[src/hdl/cdr_pkg.sv]
// Shared types and constants for the container deframer / reassembler.
// Used by the channel interfaces, the front, queue, back, top level and checker.
// No dependencies.
package cdr_pkg;

  // Default reassembly buffer size in bytes
  localparam int unsigned BUFFER_BYTES_DEF = 4096;
  // Largest packet, header plus payload, that is accepted
  localparam int unsigned MAX_PACKET_BYTES = 256;

  // Header lengths of first and subsequent containers
  localparam logic [8:0] HDR_LEN_FIRST = 9'd6;
  localparam logic [8:0] HDR_LEN_OTHER = 9'd4;
  // Position of the flags byte in the header
  localparam logic [8:0] FLAGS_POS = 9'd2;

  // Token queue between front and back
  localparam int unsigned Q_DEPTH = 4;
  localparam int unsigned Q_AW    = $clog2(Q_DEPTH);

  // Result field widths
  localparam int unsigned OFFSET_W = 12;
  localparam int unsigned MLEN_W   = 13;

  // Configuration port
  localparam int unsigned CFG_IDX_W  = 2;
  localparam int unsigned CFG_DATA_W = 2;

  typedef enum logic [CFG_IDX_W-1:0] {
    CFG_FIRST   = 2'd0,
    CFG_SUBSEQ  = 2'd1,
    CFG_CONTROL = 2'd2
  } cfg_idx_t;

  typedef enum logic [2:0] {
    ST_NONE      = 3'd0,
    ST_MORE      = 3'd1,
    ST_COMPLETE  = 3'd2,
    ST_SEQ_ERR   = 3'd3,
    ST_OVERFLOW  = 3'd4,
    ST_MALFORMED = 3'd5,
    ST_IGNORED   = 3'd6
  } status_t;

  // Type codes from the configuration registers
  typedef struct packed {
    logic [1:0] first_code;
    logic [1:0] subseq_code;
    logic [1:0] control_code;
  } cfg_t;

  // One classified word from the front, with the packet header as it stands
  typedef struct packed {
    logic [7:0]  data;      // raw byte
    logic        last;      // byte ends the packet
    logic        pay;       // byte is inside the declared payload
    logic [7:0]  idx;       // payload index of the byte
    logic        hdr_done;  // header completes with this byte
    logic        whole;     // packet is complete and in size (valid with last)
    logic        fits;      // header plus payload within the size limit
    logic [1:0]  kind;
    logic [7:0]  trans;
    logic [7:0]  seq;
    logic [15:0] total;
    logic [7:0]  count;
    logic [3:0]  cmd;
  } tok_t;

endpackage

[src/hdl/cdr_chan_if.sv]
// Valid/ready channel interfaces for the container deframer / reassembler.
// Depends on cdr_pkg for field widths.
interface cdr_in_if import cdr_pkg::*; ();
  logic       valid;
  logic       ready;
  logic [7:0] byte_value;
  logic       last_byte;

  modport source (output valid, byte_value, last_byte, input ready);
  modport sink   (input valid, byte_value, last_byte, output ready);
endinterface

interface cdr_out_if import cdr_pkg::*; ();
  logic                valid;
  logic                ready;
  logic                write_valid;
  logic [OFFSET_W-1:0] write_offset;
  logic [7:0]          write_data;
  logic [2:0]          end_status;
  logic [MLEN_W-1:0]   message_length;
  logic [3:0]          control_command;

  modport source (output valid, write_valid, write_offset, write_data, end_status,
                  message_length, control_command, input ready);
  modport sink   (input valid, write_valid, write_offset, write_data, end_status,
                  message_length, control_command, output ready);
endinterface

[src/hdl/cdr_front.sv]
// Front end: accepts packet bytes, parses the header and classifies each word.
// Depends on cdr_pkg and cdr_in_if; feeds cdr_queue.
module cdr_front import cdr_pkg::*; (
  input  logic          clk,
  input  logic          rst_n,
  input  cfg_t          cfg,
  cdr_in_if.sink        in_ch,
  input  logic          q_ready,
  output logic          push,
  output tok_t          tok
);

  logic [8:0]  pos_r, pos_nxt;
  logic [7:0]  trans_r, trans_nxt;
  logic [7:0]  seq_r, seq_nxt;
  logic [1:0]  kind_r, kind_nxt;
  logic [3:0]  cmd_r, cmd_nxt;
  logic [15:0] total_r, total_nxt;
  logic [7:0]  count_r, count_nxt;

  logic [8:0]  hl, hl_new, pay_off;
  logic        pay, hdr_done, fits, whole;
  logic [7:0]  idx;
  logic [7:0]  b;

  assign b         = in_ch.byte_value;
  assign in_ch.ready = q_ready;
  assign push      = in_ch.valid && q_ready;

  // Header length follows the type seen so far
  assign hl      = (kind_r == cfg.first_code) ? HDR_LEN_FIRST : HDR_LEN_OTHER;
  assign pay_off = pos_r - hl;

  // Header parse and payload tracking
  always_comb begin
    pos_nxt   = pos_r;
    trans_nxt = trans_r;
    seq_nxt   = seq_r;
    kind_nxt  = kind_r;
    cmd_nxt   = cmd_r;
    total_nxt = total_r;
    count_nxt = count_r;
    pay       = 1'b0;
    idx       = '0;
    hdr_done  = 1'b0;
    if (pos_r < 9'd3 || pos_r < hl) begin
      priority if (pos_r == 9'd0) begin
        trans_nxt = b;
      end else if (pos_r == 9'd1) begin
        seq_nxt = b;
      end else if (pos_r == FLAGS_POS) begin
        kind_nxt = b[7:6];
        cmd_nxt  = b[5:2];
      end else if (hl == HDR_LEN_FIRST) begin
        priority if (pos_r == 9'd3) begin
          total_nxt = {8'd0, b};
        end else if (pos_r == 9'd4) begin
          total_nxt = {b, total_r[7:0]};
        end else begin
          count_nxt = b;
        end
      end else begin
        count_nxt = b;
      end
      pos_nxt  = pos_r + 9'd1;
      hdr_done = (pos_r >= 9'd3) && (pos_r + 9'd1 == hl);
    end else if (pay_off < {1'b0, count_r}) begin
      // payload byte; trailing bytes past the payload fall through
      pay     = 1'b1;
      idx     = pay_off[7:0];
      pos_nxt = pos_r + 9'd1;
    end
  end

  // Size and completeness seen after this byte
  assign hl_new = (kind_nxt == cfg.first_code) ? HDR_LEN_FIRST : HDR_LEN_OTHER;
  assign fits   = (hl_new + {1'b0, count_nxt}) <= 9'(MAX_PACKET_BYTES);
  assign whole  = (pos_nxt >= 9'd3) && (pos_nxt >= hl_new) &&
                  ((pos_nxt - hl_new) == {1'b0, count_nxt}) && fits;

  always_comb begin
    tok.data     = b;
    tok.last     = in_ch.last_byte;
    tok.pay      = pay;
    tok.idx      = idx;
    tok.hdr_done = hdr_done;
    tok.whole    = whole;
    tok.fits     = fits;
    tok.kind     = kind_nxt;
    tok.trans    = trans_nxt;
    tok.seq      = seq_nxt;
    tok.total    = total_nxt;
    tok.count    = count_nxt;
    tok.cmd      = cmd_nxt;
  end

  // Packet state; cleared at the end of each packet
  always_ff @(posedge clk) begin
    if (!rst_n) begin
      pos_r   <= '0;
      trans_r <= '0;
      seq_r   <= '0;
      kind_r  <= '0;
      cmd_r   <= '0;
      total_r <= '0;
      count_r <= '0;
    end else if (push) begin
      if (in_ch.last_byte) begin
        pos_r   <= '0;
        trans_r <= '0;
        seq_r   <= '0;
        kind_r  <= '0;
        cmd_r   <= '0;
        total_r <= '0;
        count_r <= '0;
      end else begin
        pos_r   <= pos_nxt;
        trans_r <= trans_nxt;
        seq_r   <= seq_nxt;
        kind_r  <= kind_nxt;
        cmd_r   <= cmd_nxt;
        total_r <= total_nxt;
        count_r <= count_nxt;
      end
    end
  end

endmodule

[src/hdl/cdr_queue.sv]
// Short word queue between the front and the back.
// Depends on cdr_pkg for the word type and depth.
module cdr_queue import cdr_pkg::*; (
  input  logic clk,
  input  logic rst_n,
  input  logic push,
  input  tok_t push_data,
  output logic push_ready,
  input  logic pop,
  output logic pop_valid,
  output tok_t pop_data
);

  tok_t            slot_r [Q_DEPTH];
  logic [Q_AW-1:0] wr_ptr_r, rd_ptr_r;
  logic [Q_AW:0]   fill_r;

  assign push_ready = (fill_r != (Q_AW+1)'(Q_DEPTH));
  assign pop_valid  = (fill_r != '0);
  assign pop_data   = slot_r[rd_ptr_r];

  // Storage
  always_ff @(posedge clk) begin
    if (push) begin
      slot_r[wr_ptr_r] <= push_data;
    end
  end

  // Pointers and fill level
  always_ff @(posedge clk) begin
    if (!rst_n) begin
      wr_ptr_r <= '0;
      rd_ptr_r <= '0;
      fill_r   <= '0;
    end else begin
      if (push) begin
        wr_ptr_r <= wr_ptr_r + Q_AW'(1);
      end
      if (pop) begin
        rd_ptr_r <= rd_ptr_r + Q_AW'(1);
      end
      priority if (push && !pop) begin
        fill_r <= fill_r + (Q_AW+1)'(1);
      end else if (pop && !push) begin
        fill_r <= fill_r - (Q_AW+1)'(1);
      end
    end
  end

endmodule

[src/hdl/cdr_back.sv]
// Back end: reassembly state, staged buffer writes and end-of-packet status.
// Depends on cdr_pkg and cdr_out_if; drains cdr_queue.
module cdr_back import cdr_pkg::*; #(
  parameter int unsigned BUFFER_BYTES = BUFFER_BYTES_DEF
) (
  input  logic     clk,
  input  logic     rst_n,
  input  cfg_t     cfg,
  input  logic     q_valid,
  input  tok_t     tok,
  output logic     q_pop,
  cdr_out_if.source out_ch
);

  localparam int unsigned RC_W  = $clog2(BUFFER_BYTES + 1);
  localparam int unsigned SUM_W = ((RC_W > OFFSET_W) ? RC_W : OFFSET_W) + 1;
  localparam int unsigned CMP_W = 17;
  localparam logic [CMP_W-1:0] BUF_K = CMP_W'(BUFFER_BYTES);

  // Reassembly state
  logic            pa_r, pa_nxt;
  logic            busy_r, busy_nxt;
  logic [7:0]      at_r, at_nxt;
  logic [15:0]     atot_r, atot_nxt;
  logic [7:0]      ns_r, ns_nxt;
  logic [RC_W-1:0] rc_r, rc_nxt;

  // Output register
  logic                ov_r;
  logic                wv_r;
  logic [OFFSET_W-1:0] wo_r;
  logic [7:0]          wd_r;
  status_t             st_r;
  logic [MLEN_W-1:0]   ml_r;
  logic [3:0]          cmd_r;

  logic                is_first, is_sub, is_ctrl, sub_ok, pred;
  logic [CMP_W-1:0]    rc_sum, tot_ext;
  logic [7:0]          ns_inc;
  logic [SUM_W-1:0]    base, wsum, ml_src;
  logic                wv;
  logic [OFFSET_W-1:0] wo;
  logic [7:0]          wd;
  status_t             st;
  logic [MLEN_W-1:0]   ml;

  assign q_pop = q_valid && (!ov_r || out_ch.ready);

  assign is_first = (tok.kind == cfg.first_code);
  assign is_sub   = (tok.kind == cfg.subseq_code);
  assign is_ctrl  = (tok.kind == cfg.control_code);
  assign sub_ok   = busy_r && (tok.trans == at_r) && (tok.seq == ns_r);
  assign rc_sum   = CMP_W'(rc_r) + CMP_W'(tok.count);
  assign tot_ext  = CMP_W'(tok.total);
  assign ns_inc   = ns_r + 8'd1;

  // Acceptance forecast at header completion
  always_comb begin
    priority if (!tok.fits) begin
      pred = 1'b0;
    end else if (is_ctrl) begin
      pred = 1'b0;
    end else if (is_first) begin
      pred = (tot_ext <= BUF_K);
    end else if (is_sub) begin
      pred = sub_ok && (rc_sum <= BUF_K);
    end else begin
      pred = 1'b0;
    end
  end

  // Staged payload write
  assign base = is_first ? '0 : SUM_W'(rc_r);
  assign wsum = base + SUM_W'(tok.idx);
  assign wv   = tok.pay && pa_r;
  assign wo   = wv ? wsum[OFFSET_W-1:0] : '0;
  assign wd   = wv ? tok.data : '0;

  // End-of-packet update
  always_comb begin
    busy_nxt = busy_r;
    at_nxt   = at_r;
    atot_nxt = atot_r;
    ns_nxt   = ns_r;
    rc_nxt   = rc_r;
    st       = ST_NONE;
    if (tok.last) begin
      priority if (!tok.whole) begin
        st = ST_MALFORMED;
      end else if (is_ctrl) begin
        st = ST_IGNORED;
      end else if (is_first) begin
        if (tot_ext > BUF_K) begin
          busy_nxt = 1'b0;
          at_nxt   = '0;
          atot_nxt = '0;
          ns_nxt   = '0;
          rc_nxt   = '0;
          st       = ST_OVERFLOW;
        end else begin
          at_nxt   = tok.trans;
          atot_nxt = tok.total;
          ns_nxt   = 8'd1;
          rc_nxt   = RC_W'(tok.count);
          if (CMP_W'(tok.count) >= tot_ext) begin
            busy_nxt = 1'b0;
            st       = ST_COMPLETE;
          end else begin
            busy_nxt = 1'b1;
            st       = ST_MORE;
          end
        end
      end else if (is_sub) begin
        if (!sub_ok || rc_sum > BUF_K || ns_inc == 8'd0) begin
          busy_nxt = 1'b0;
          at_nxt   = '0;
          atot_nxt = '0;
          ns_nxt   = '0;
          rc_nxt   = '0;
          st       = (sub_ok && rc_sum > BUF_K) ? ST_OVERFLOW : ST_SEQ_ERR;
        end else begin
          rc_nxt = RC_W'(rc_sum);
          ns_nxt = ns_inc;
          if (rc_sum >= CMP_W'(atot_r)) begin
            busy_nxt = 1'b0;
            st       = ST_COMPLETE;
          end else begin
            st = ST_MORE;
          end
        end
      end else begin
        st = ST_IGNORED;
      end
    end
  end

  assign ml_src = SUM_W'(rc_nxt);
  assign ml     = (st == ST_COMPLETE) ? ml_src[MLEN_W-1:0] : '0;

  // Payload acceptance flag of the packet in flight
  assign pa_nxt = tok.last ? 1'b0 : (tok.hdr_done ? pred : pa_r);

  // State registers
  always_ff @(posedge clk) begin
    if (!rst_n) begin
      pa_r   <= 1'b0;
      busy_r <= 1'b0;
      at_r   <= '0;
      atot_r <= '0;
      ns_r   <= '0;
      rc_r   <= '0;
    end else if (q_pop) begin
      pa_r   <= pa_nxt;
      busy_r <= busy_nxt;
      at_r   <= at_nxt;
      atot_r <= atot_nxt;
      ns_r   <= ns_nxt;
      rc_r   <= rc_nxt;
    end
  end

  // Result register
  always_ff @(posedge clk) begin
    if (!rst_n) begin
      ov_r <= 1'b0;
    end else if (q_pop) begin
      ov_r <= 1'b1;
    end else if (out_ch.ready) begin
      ov_r <= 1'b0;
    end
  end

  always_ff @(posedge clk) begin
    if (q_pop) begin
      wv_r  <= wv;
      wo_r  <= wo;
      wd_r  <= wd;
      st_r  <= st;
      ml_r  <= ml;
      cmd_r <= tok.cmd;
    end
  end

  assign out_ch.valid           = ov_r;
  assign out_ch.write_valid     = wv_r;
  assign out_ch.write_offset    = wo_r;
  assign out_ch.write_data      = wd_r;
  assign out_ch.end_status      = st_r;
  assign out_ch.message_length  = ml_r;
  assign out_ch.control_command = cmd_r;

endmodule

[src/hdl/container_deframe_reassemble_unit.sv]
// Container deframer / reassembler, top level.
// Depends on cdr_pkg, cdr_chan_if, cdr_front, cdr_queue and cdr_back.
//
// Takes one packet byte per cycle while results are taken, and returns one
// result word per byte, in order. A byte passes the header parser, waits in a
// four-word queue and is resolved by the back end, which owns the reassembly
// state; its result is then held in the output register until taken. The
// sustained rate is one byte per cycle while the result side does not stall,
// set by the back end's end-of-packet update, which is combinational and
// resolves each popped word. The queue plus the output register hold up to five
// words, so input keeps flowing for that many bytes while the result side
// stalls. Configuration writes take effect at the next cycle and are meant for
// times when no packet is in flight. Payload writes are staged: commit them only
// when the packet's end status is "more needed" or "complete".
module container_deframe_reassemble_unit import cdr_pkg::*; #(
  parameter int unsigned BUFFER_BYTES = BUFFER_BYTES_DEF
) (
  input  logic                  clk,
  input  logic                  rst_n,
  input  logic                  cfg_we,
  input  logic [CFG_IDX_W-1:0]  cfg_idx,
  input  logic [CFG_DATA_W-1:0] cfg_data,
  cdr_in_if.sink                in_ch,
  cdr_out_if.source             out_ch
);

  cfg_t cfg_r;
  logic q_ready, push, q_valid, q_pop;
  tok_t push_tok, pop_tok;

  // Type code registers
  always_ff @(posedge clk) begin
    if (!rst_n) begin
      cfg_r.first_code   <= 2'd0;
      cfg_r.subseq_code  <= 2'd1;
      cfg_r.control_code <= 2'd3;
    end else if (cfg_we) begin
      unique case (cfg_idx_t'(cfg_idx))
        CFG_FIRST:   cfg_r.first_code   <= cfg_data;
        CFG_SUBSEQ:  cfg_r.subseq_code  <= cfg_data;
        CFG_CONTROL: cfg_r.control_code <= cfg_data;
        default: ;
      endcase
    end
  end

  cdr_front u_front (
    .clk     (clk),
    .rst_n   (rst_n),
    .cfg     (cfg_r),
    .in_ch   (in_ch),
    .q_ready (q_ready),
    .push    (push),
    .tok     (push_tok)
  );

  cdr_queue u_queue (
    .clk        (clk),
    .rst_n      (rst_n),
    .push       (push),
    .push_data  (push_tok),
    .push_ready (q_ready),
    .pop        (q_pop),
    .pop_valid  (q_valid),
    .pop_data   (pop_tok)
  );

  cdr_back #(
    .BUFFER_BYTES (BUFFER_BYTES)
  ) u_back (
    .clk     (clk),
    .rst_n   (rst_n),
    .cfg     (cfg_r),
    .q_valid (q_valid),
    .tok     (pop_tok),
    .q_pop   (q_pop),
    .out_ch  (out_ch)
  );

endmodule

[src/flat_wrapper.sv]
// flat-port wrapper written by rule: the top's interface ports become plain ports
module container_deframe_reassemble_unit_flat import cdr_pkg::*;
#(
  parameter int unsigned BUFFER_BYTES = BUFFER_BYTES_DEF
)
  (clk, rst_n, cfg_we, cfg_idx, cfg_data, in_ch_valid, in_ch_byte_value, in_ch_last_byte, in_ch_ready, out_ch_valid, out_ch_write_valid, out_ch_write_offset, out_ch_write_data, out_ch_end_status, out_ch_message_length, out_ch_control_command, out_ch_ready);
  cdr_in_if in_ch_i ();
  cdr_out_if out_ch_i ();
  input  logic clk;
  input  logic rst_n;
  input  logic cfg_we;
  input  logic [CFG_IDX_W-1:0] cfg_idx;
  input  logic [CFG_DATA_W-1:0] cfg_data;
  input wire logic [$bits(in_ch_i.valid)-1:0] in_ch_valid;
  input wire logic [$bits(in_ch_i.byte_value)-1:0] in_ch_byte_value;
  input wire logic [$bits(in_ch_i.last_byte)-1:0] in_ch_last_byte;
  output wire logic [$bits(in_ch_i.ready)-1:0] in_ch_ready;
  output wire logic [$bits(out_ch_i.valid)-1:0] out_ch_valid;
  output wire logic [$bits(out_ch_i.write_valid)-1:0] out_ch_write_valid;
  output wire logic [$bits(out_ch_i.write_offset)-1:0] out_ch_write_offset;
  output wire logic [$bits(out_ch_i.write_data)-1:0] out_ch_write_data;
  output wire logic [$bits(out_ch_i.end_status)-1:0] out_ch_end_status;
  output wire logic [$bits(out_ch_i.message_length)-1:0] out_ch_message_length;
  output wire logic [$bits(out_ch_i.control_command)-1:0] out_ch_control_command;
  input wire logic [$bits(out_ch_i.ready)-1:0] out_ch_ready;
  assign in_ch_i.valid = in_ch_valid;
  assign in_ch_i.byte_value = in_ch_byte_value;
  assign in_ch_i.last_byte = in_ch_last_byte;
  assign in_ch_ready = in_ch_i.ready;
  assign out_ch_valid = out_ch_i.valid;
  assign out_ch_write_valid = out_ch_i.write_valid;
  assign out_ch_write_offset = out_ch_i.write_offset;
  assign out_ch_write_data = out_ch_i.write_data;
  assign out_ch_end_status = out_ch_i.end_status;
  assign out_ch_message_length = out_ch_i.message_length;
  assign out_ch_control_command = out_ch_i.control_command;
  assign out_ch_i.ready = out_ch_ready;
  container_deframe_reassemble_unit #(.BUFFER_BYTES(BUFFER_BYTES)) u_core (.clk(clk), .rst_n(rst_n), .cfg_we(cfg_we), .cfg_idx(cfg_idx), .cfg_data(cfg_data), .in_ch(in_ch_i), .out_ch(out_ch_i));
endmodule
[config.mk]
export PLATFORM = sky130hd
export DESIGN_NAME = container_deframe_reassemble_unit_flat
export DESIGN_NICKNAME = d
export VERILOG_FILES = /design/src/hdl/cdr_pkg.sv /design/src/hdl/cdr_chan_if.sv /design/src/hdl/cdr_front.sv /design/src/hdl/cdr_queue.sv /design/src/hdl/cdr_back.sv /design/src/hdl/container_deframe_reassemble_unit.sv /design/src/flat_wrapper.sv
export SDC_FILE = /design/constraint.sdc
export NUM_CORES = 1
export LEC_CHECK = 0
export ABC_AREA = 1
export BUFFER_PORTS_ARGS = -buffer_cell sky130_fd_sc_hd__buf_4
export CORE_ASPECT_RATIO = 1.1
export CORE_MARGIN = 8
export CORE_UTILIZATION = 45
export DETAILED_ROUTE_END_ITERATION = 12
export HOLD_SLACK_MARGIN = 0.05
export PLACE_DENSITY = 0.57
export SLEW_MARGIN = 20
export SYNTH_ARGS = -nofsm -noshare
export SYNTH_HDL_FRONTEND = slang
export SYNTH_HIERARCHICAL = 1
export SYNTH_SLANG_ARGS = --single-unit
[constraint.sdc]
create_clock -name clk -period 4.7 [get_ports clk]
set_clock_uncertainty 0.15 [all_clocks]
set_input_delay 0 -clock clk [delete_from_list [all_inputs] [get_ports clk]]
set_output_delay 0 -clock clk [all_outputs]
set_load 0.1 [all_outputs]
* Word level (Yosys, flattened, before mapping) *
Memories as Yosys holds them, arrays and structs flattened. A register that Yosys moved wholly into a read port is not among the register bits.
Index checks and enable logic that the tools add are counted.

word-level totals
  register bits after elaboration = 157
  memory bits (writable) = 268
  input port bits = 18
  output and inout port bits = 43
  word-level logic and storage cells = 201
  memories = 1

memories
  memory                 words  width  rd ports  clocked after Yosys merged registers in  wr ports  RTL line         text
  u_core.u_queue.slot_r  4      67     1         1                                        1         cdr_queue.sv:14  tok_t slot_r [Q_DEPTH];

operators by class
  $add $sub $neg = 11
  $lt $le $gt $ge = 13
  equality and inequality tests = 18
  muxes and demuxes = 93
  bitwise logic cells = 1
  reductions and logical operators = 38

operator list
  kind                                                                                  number
  8-bit 2-to-1 mux                                                                      25
  16-bit 2-to-1 mux                                                                     12
  13-bit 2-to-1 mux                                                                     6
  3-bit 2-to-1 mux                                                                      10
  9-bit 2-to-1 mux                                                                      3
  2-bit 2-to-1 mux                                                                      11
  1-bit 2-to-1 mux                                                                      20
  4-bit 2-to-1 mux                                                                      5
  9-bit by 2-bit == test with 1-bit output (second input constant)                      2
  9-bit by 2-bit greater-or-equal comparator with 1-bit output (second input constant)  2
  9-bit by 3-bit subtractor with 9-bit output                                           2
  8-bit == test                                                                         2
  14-bit by 16-bit greater-or-equal comparator with 1-bit output                        1
  8-bit by 16-bit greater-or-equal comparator with 1-bit output                         1
  16-bit by 13-bit greater-than comparator with 1-bit output (second input constant)    1
  16-bit by 13-bit less-or-equal comparator with 1-bit output (second input constant)   1
  13-bit by 8-bit adder with 14-bit output                                              1
  14-bit by 13-bit greater-than comparator with 1-bit output (second input constant)    1
  14-bit by 13-bit less-or-equal comparator with 1-bit output (second input constant)   1
  1-bit logical AND                                                                     13
  12-bit by 8-bit adder with 12-bit output                                              1
  12-bit 2-to-1 mux                                                                     1
  6-bit AND reduction                                                                   2
  2-bit == test                                                                         5
  30 further kinds                                                                      45

* Logic depth before layout (Yosys ltp) *
Gate-level depths: netlist of the first run.

  word-level depth = 13
  depth in mapped cells = 33
  mapped depth without buffers = 32

* Cells and area by module *
Netlist of the first run, hierarchy kept.

modules (own cells, without submodules)
  module                             instances  cells an instance  area each (µm²)  seq. area each (µm²)
  cdr_queue                          1          706                10382.5          8227.9
  cdr_back                           1          802                6030.8           2192.1
  cdr_front                          1          688                4216.5           1101.1
  container_deframe_reassemble_unit  1          36                 269.0            120.1

* Worst setup path before layout of the first run *
Ideal clock, no wire load.

  path kind = register to register
  start = register u_core/cfg_r[5] in the netlist's numbering
  end = memory u_core/u_queue/slot_r[0][47] in the netlist's numbering (data pin)
  library setup time = 130 ps
  arrival time = 3959 ps
  required time = 4420 ps
  setup slack = 461 ps
  stages on the path, launching flop included = 32
  path buffers = 1
  clock period less this slack = 4239 ps
  cells stage by stage = dfxtp_1 -> xor2_1 -> nor2_1 -> ha_1 -> inv_1 -> ha_1 -> inv_1 -> nand2_1 -> nand2_1 -> o21a_1 -> inv_1 -> ha_1 -> nand2_1 -> inv_1 -> nand2_1 -> nand2_1 -> nand2_1 -> nand2_4 -> nand2_2 -> o21ai_0 -> ha_1 -> inv_1 -> ha_1 -> nand3b_1 -> nand2_1 -> nand2_1 -> nor2_1 -> nand2_1 -> nor2_1 -> nand4_1 -> nor3_2 -> buf_4

between the ends
  cells in the longest elaborated chain, start to end = 11
  elaborated cells on any way between the ends = 26
  those cells by class = add/sub: 3; order compare: 5; eq/ne: 4; mux: 10; reduce/logical: 4

ends and longest elaborated chain
  item                                                                                  RTL line                                 text
  from (decl)                                                                           container_deframe_reassemble_unit.sv:27  cfg_t cfg_r;
  branches (longest 10 deep; another with 9-bit by 3-bit subtractor with 9-bit output)  --
  1-bit logical AND *                                                                   cdr_front.sv:79                          ((pos_nxt - hl_new) == {1'b0, count_nxt}) && fits;
  named net u_core.u_front.whole                                                        cdr_front.sv:22                          logic pay, hdr_done, fits, whole;
  to (decl)                                                                             cdr_queue.sv:14

Mark *: on every way through the listed nets, which the timed path passes.

==> flow_summary.yaml, run 1 <==
yosys:
  async_flop_share: 0
  synth_edf_count: 309
  synth-main-ff-cell: "edfxtp_1"
  syn_nets: 2317
  ys_types: 56
  mappedNetlistArea_um2: 20900
  ys_warn_count: 6
  syn_area_per_cell_um2: 9.36
  synthCells: 2232
  synth-seq-cells: 427
  ys_seq_area_frac: 0.557
setup_path:
  arrival_ns: 4.66
  worstSetupPathType: "reg2reg"
  reg2reg_slack_ns: 0.32
  reg2reg_to: "u_core/u_back/out_ch.message_length[11]"
  r2r_cells: 23
  critPathMaxFanout: 12
  crit_path_end_kind: "flip-flop"
  cp.required_ns: 4.98
  start_kind: "flip-flop"
placement:
  placed_area_um2: 21900
  gp_congestion: 0.916
  hpwlAfterDp_mm: 38.4
  io_buffers: 60
final_layout:
  area_growth_pct: 14.2
  final_layout_size_suffix_gt1_frac: 0.133
  diodes: 0
  nFillCells: 4204
  final_cell_area_um2: 23900
  fin_nets: 2402
  final_core_util: 0.515
grt:
  grt.busiest_layer: "met2"
  grt_use_met3: 0.0306
  grt_usage: 0.207
  grt_pass1_vias: 14800
  grt_util_met2: 0.343
  grt_max_degree: 69
  antenna_found_initial: 0
  use_met1: 0.273
  gr-total-overflow: 0
  grt_pass1_wl_mm: 86.9
timing:
  maxSlewViolCount: 0
  finalSetupViolations: 0
  worstMarginPinSlew_ns: 1.11
  finalCritPeriodShare: 0.931
  holdWs_ns: 0.0722
  slew_headroom: 0.259
  fin_crit_ns: 4.38
  hold_viol_final: 0
  setup_tns_ns: 0
  fmax_mhz: 229
routing:
  first_pass_iters: 8
  wire_per_inst_um: 19.4
  drcViolationCount: 0
  drt_iter0_markers: 1174
  ant_nets: 0
  vias: 15800
  wl_mm: 57.3
  via_per_inst: 5.37
clock_tree:
  cts_sinks: 427
  htreeDepth: 2
  cts_tree: "built"
  root_buffer: "clkbuf_16"
  clkTransAtPathRegs_ns: 0.07
  clk_latency_ns: 0.59
  clockBufferDepth: 3
  cts_buffers: 46
power:
  leakagePower_nw: 9.28
  power.density_nw_per_um2: 642
  peakVddDrop_v: 0.000686
  power_w: 0.0153
job:
  cap_violations: 0
worst_hold_path:
  hold_depth: 2
  hp-class: "in2reg"
  worst_hold_path.endpoint: "u_core/u_queue/slot_r[1][58]"
  hp-start: "in_ch_last_byte"
die:
  initial_core_util: 0.451
  rows: 83
  ioPinCount: 61
  die_y_um: 242
  core_um2: 46300
  fp.dieW_um: 221
  die_area_um2: 53600
outcome:
  status: "finished clean"
==> worst max-delay path: stages, from the launching register on <==
cell	delay, ns
dfxtp_4	0.39
buf_4	0.20
o21ai_0	0.17
o22ai_1	0.10
buf_4	0.16
fa_1	0.46
nand2_1	0.10
nand3_2	0.08
nand3_1	0.12
nand2_2	0.10
nand2_2	0.08
xor2_1	0.26
inv_1	0.10
ha_1	0.31
nand3_1	0.08
nor3_1	0.21
nand3_1	0.11
o2111ai_1	0.20
nand4_2	0.16
nand2_1	0.09
nand2_1	0.06
nand2_2	0.12
nand3_2	0.19
nor3_2	0.23
==> state kept, by name (all words and copies together) (netlist names), 6 cells and up, named ones only <==
signal / count
u_core/cfg_r: 6
u_core/u_back/out_ch.write_offset: 12
u_core/u_back/rc_r: 13
u_core/u_front/count_r: 8
u_core/u_back/at_r: 8
u_core/u_back/out_ch.write_data: 8
u_core/u_front/trans_r: 8
u_core/u_front/total_r: 16
u_core/u_back/atot_r: 16
u_core/u_back/ns_r: 8
u_core/u_queue/slot_r: 268
u_core/u_front/pos_r: 9
u_core/u_front/seq_r: 8
u_core/u_back/out_ch.message_length: 13
==> power breakdown <==
part | internal, W | total [W] | switching (W)
Clock | 0.00223 | 0.00375 | 0.00152
Sequential | 0.00467 | 0.00490 | 0.000230
Combinational | 0.00178 | 0.00668 | 0.00490
Total | 0.00868 | 0.0153 | 0.00665
==> synth_stat cells (12+ instances only) <==
cell type  instances  area [um^2]
edfxtp_1         309         9280
dfxtp_1          118         2360
nand3b_1          12         90.1
o21ai_0          212         1060
clkbuf_1          37          139
nand4_1           22          138
nor3_2            13          130
ha_1              64          801
a21oi_1          145          726
buf_4             16          120
inv_1            213          800
nand2_1          427         1600
inv_2             15         56.3
nor2_1           244          916
xor2_1            22          193
nand3_1           82          410
buf_6             20          225
a211oi_1          12         90.1
nand2_2           26          163
o22ai_1           69          432
buf_2             23          115
nor3_1            22          110
==> stage by stage <==
stage | setup WS [ns] | std cells
global route | -0.00537 | 2949
detailed placement | 0.0461 | 2829
CTS | 0.00243 | 2947
global placement | 0.362 | 2829
floorplan | 0.461 | 2232
finish | 0.324 | 2949
==> worst max path at each step <==
stage / end / startpoint / slack (ns) / cells past startpoint
3_5_place_dp: u_core/u_queue/slot_r[3][47] / u_core/u_front/kind_r[1] / 0.05 / 26
2_1_floorplan: u_core/u_queue/slot_r[0][47] / u_core/cfg_r[5] / 0.46 / 31
5_1_grt: u_core/u_back/out_ch.message_length[0] / flip-flop / -0.005 / 23
4_1_cts: u_core/u_queue/slot_r[2][47] / u_core/u_front/kind_r[1] / 0.002 / 26
3_3_place_gp: u_core/u_queue/slot_r[2][47] / u_core/u_front/kind_r[1] / 0.36 / 25
6_report: u_core/u_back/out_ch.message_length[11] / flip-flop / 0.32 / 23
==> cells in the final DEF (no fill, tap or decap), types with 4 or more instances in the layout <==
cell type      count
nand2_1          425
edfxtp_1         309
nor2_1           240
o21ai_0          209
inv_1            208
a21oi_1          145
dfxtp_1          114
buf_4            105
nand3_1           82
o22ai_1           69
ha_1              64
clkbuf_16         49
dlygate4sd3_1     33
nand2_2           27
nand4_1           22
nor3_1            21
inv_2             20
xor2_1            20
nor3_2            13
nor2_2            12
nand3b_1          12
a211oi_1          12
clkinv_2          11
xnor2_1           11
nand3_2           10
o21ai_1            7
nor4_1             7
clkinv_1           6
nand2_4            6
buf_12             6
o21ai_2            6
bufinv_16          5
clkbuf_1           5
clkinvlp_4         5
or2_2              5
a211oi_2           5
nor2_4             5
clkbuf_8           4
o211ai_1           4
==> timing repair <==
action,in CTS,in global routing
endpoints found under the setup margin,0,17
gates resized for setup,0,18
hold buffers,33,0
buffers inserted,0,1
endpoints found under the hold margin,167,0
==> per-layer routing <==
layer / vias to the layer above / share of wire / wire length, um
li1: 7764 / - / -
met1: 7596 / 0.45 / 25700
met2: 365 / 0.47 / 27000
met5: - / 0 / 0
met3: 106 / 0.048 / 2770
met4: 0 / 0.033 / 1870
==> cells by family after synthesis <==
| family | Yosys count | share of synthesized area |
|---|---|---|
| AO/OA/AOI/OAI | 473 | 0.124 |
| AND/OR/NAND/NOR | 893 | 0.190 |
| flip-flops | 427 | 0.557 |
| buffers and inverters | 339 | 0.0741 |
| XOR/XNOR | 33 | 0.0138 |
| adder cells (fa/ha/maj) | 67 | 0.0412 |
==> layout make-up <==
class                           instances  area, um^2  area share
Clock buffer                           58        1300      0.0545
Multi-Input combinational cell       1467        7780       0.326
Timing Repair Buffer                  145        1250      0.0525
Inverter                              230         868      0.0364
Sequential cell                       427       11600       0.488
Clock inverter                         27         270      0.0113
Tap cell                              595         744      0.0312
Note: power is estimated with default switching activity, not from simulation.
==> inputs of run 2 (changes only) <==
--- a/config.mk
+++ b/config.mk
@@ -10,6 +10,7 @@
 export CORE_ASPECT_RATIO = 1.1
 export CORE_MARGIN = 8
 export CORE_UTILIZATION = 45
+export CTS_BUF_LIST = sky130_fd_sc_hd__clkbuf_4
 export DETAILED_ROUTE_END_ITERATION = 12
 export HOLD_SLACK_MARGIN = 0.05
 export PLACE_DENSITY = 0.57
==> flow_summary.yaml, run 2 (synthesis results as in run 1) <==
outcome:
  status: "finished clean"
final_layout:
  fin_nets: 2480
  final_cell_mix: "425 x nand2_1, 309 x edfxtp_1, 240 x nor2_1"
  regMostFlops: "u_core/u_queue/slot_r"
  largest_register_ffs: 268
  layout_commonest_cell: "nand2_1"
  final_cell_area_um2: 24000
  final_cells: 3091
  area_growth_pct: 14.7
  final_layout_size_suffix_gt1_frac: 0.168
  top_regs: "u_core/u_queue/slot_r x268, u_core/u_back/atot_r x16, u_core/u_front/total_r x16"
clock_tree:
  cts_tree: "built"
  clkTransAtPathRegs_ns: 0.07
  cts_buffers: 111
  clk_latency_ns: 0.86
  clockBufferDepth: 3
  cts_sinks: 427
  htreeDepth: 3
  root_buffer: "clkbuf_4"
routing:
  wire_per_inst_um: 18.7
  vias: 16300
  ant_nets: 0
  wl_mm: 57.9
  first_pass_iters: 8
  drt_iter0_markers: 1234
  drcViolationCount: 0
  via_per_inst: 5.28
grt:
  grt_pass1_wl_mm: 88.5
  grt_pass1_vias: 15500
  antenna_found_initial: 3
  grt_max_degree: 69
  grt_usage: 0.210
  gr-total-overflow: 0
die:
  die_area_um2: 53600
  initial_core_util: 0.451
  rows: 83
  die_y_um: 242
  fp.dieW_um: 221
  ioPinCount: 61
  core_um2: 46300
power:
  power.density_nw_per_um2: 625
  peakVddDrop_v: 0.000688
  leakagePower_nw: 9.48
  power_w: 0.0150
worst_hold_path:
  hp-class: "in2reg"
timing:
  fin_crit_ns: 4.38
  setup_tns_ns: 0
  worstMarginPinSlew_ns: 1.16
  finalSetupViolations: 0
  fmax_mhz: 228
  maxSlewViolCount: 0
  hold_viol_final: 0
  slew_headroom: 0.224
  finalCritPeriodShare: 0.931
  fin_ws_ns: 0.323
setup_path:
  worstSetupPathType: "reg2reg"
  start_kind: "flip-flop"
  cp_cell_sequence: "buf_4 -> o21ai_0 -> o22ai_1 -> buf_4 -> fa_1 -> nand2_1 -> nand3_2 -> nand3_1 -> nand2_2 -> nand2_2 -> xor2_1 -> inv_1 -> ha_1 -> nand3_1 -> nor3_1 -> nand3_1 -> o2111ai_1 -> nand4_2 -> nand3_1 -> nand2_1 -> nand2_1 -> nand2_2 -> nor3_1"
  cp.required_ns: 5.20
  crit_top_cell: "nand3_1"
  arrival_ns: 4.88
  crit_path_end_kind: "flip-flop"
  cpMaxStageDelayCell: "fa_1"
  critPathMaxStageDelay_ns: 0.46
  critPathMaxFanout: 14
placement:
  dpl_worst_slack_ns: 0.0461
  dp_cells: 2829
  gp_congestion: 0.916
  placed_area_um2: 21900
  io_buffers: 60
  hpwlAfterDp_mm: 38.4
job:
  cap_violations: 0
==> run 2: cell count changes in the layout (fill, tap and decap cells not counted), moves of 3 or more <==
| cell | change |
|---|---|
| clkbuf_1 | -5 |
| clkbuf_4 | +173 |
| clkinv_1 | +23 |
| clkbuf_8 | -4 |
| inv_2 | +4 |
| clkinv_2 | -9 |
| dlygate4sd3_1 | +12 |
| clkinvlp_4 | -4 |
| clkbuf_16 | -49 |
| diode_2 | +3 |
==> run 2: layout make-up <==
cell class,count,area (um^2)
Antenna cell,3,7.51
Clock buffer,173,1300
Clock inverter,38,228
Fill cell,4292,22400
Inverter,230,868
Multi-Input combinational cell,1467,7790
Sequential cell,427,11600
Tap cell,595,744
Timing Repair Buffer,158,1380
==> run 2: per-stage QoR <==
step	utilization	hold slack [ns]
4_1_cts	0.515	0.138
3_5_place_dp	0.473	0.0757
2_1_floorplan	-	-0.0654
5_1_grt	0.517	0.227
3_3_place_gp	0.473	0.0755
6_report	0.517	0.229
==> run 2: worst paths after layout <==
check	end	startpoint	cells after the start	slack (ns)
max	u_core/u_back/out_ch.message_length[12]	flip-flop	23	0.32
min reg2reg	u_core/u_back/atot_r[14]	u_core/u_back/atot_r[14]	2	0.29
max reg2reg	u_core/u_back/out_ch.message_length[12]	flip-flop	23	0.32
min	u_core/u_front/seq_r[5]	in_ch_valid	5	0.23
==> run 2: report_power, final <==
part           internal [W]  switching [W]  total, W
Clock               0.00184        0.00154   0.00338
Combinational       0.00179        0.00492   0.00671
Sequential          0.00466       0.000232   0.00490
Total               0.00829        0.00670    0.0150
==> run 2: worst max-delay path, delay by kind of cell (launching register included) <==
family,cells,cell delay [ns]
compound gates,3,0.47
xor+xnor,1,0.25
fa+ha+maj,2,0.77
buf+inv,3,0.45
flops,1,0.39
simple gates,14,1.68
==> run 2: repair_timing <==
action,in CTS,in global routing
endpoints found under the setup margin,0,17
endpoints found under the hold margin,346,0
hold buffers,45,0
gates resized for setup,0,16
buffers inserted,0,2
==> run 2: metal layers <==
metal	wire, um	GRT usage	share of wire
met1	25900	0.271	0.45
met2	27500	0.349	0.47
met3	2770	0.0387	0.048
met4	1710	0.0837	0.029
met5	18	0	0.00031
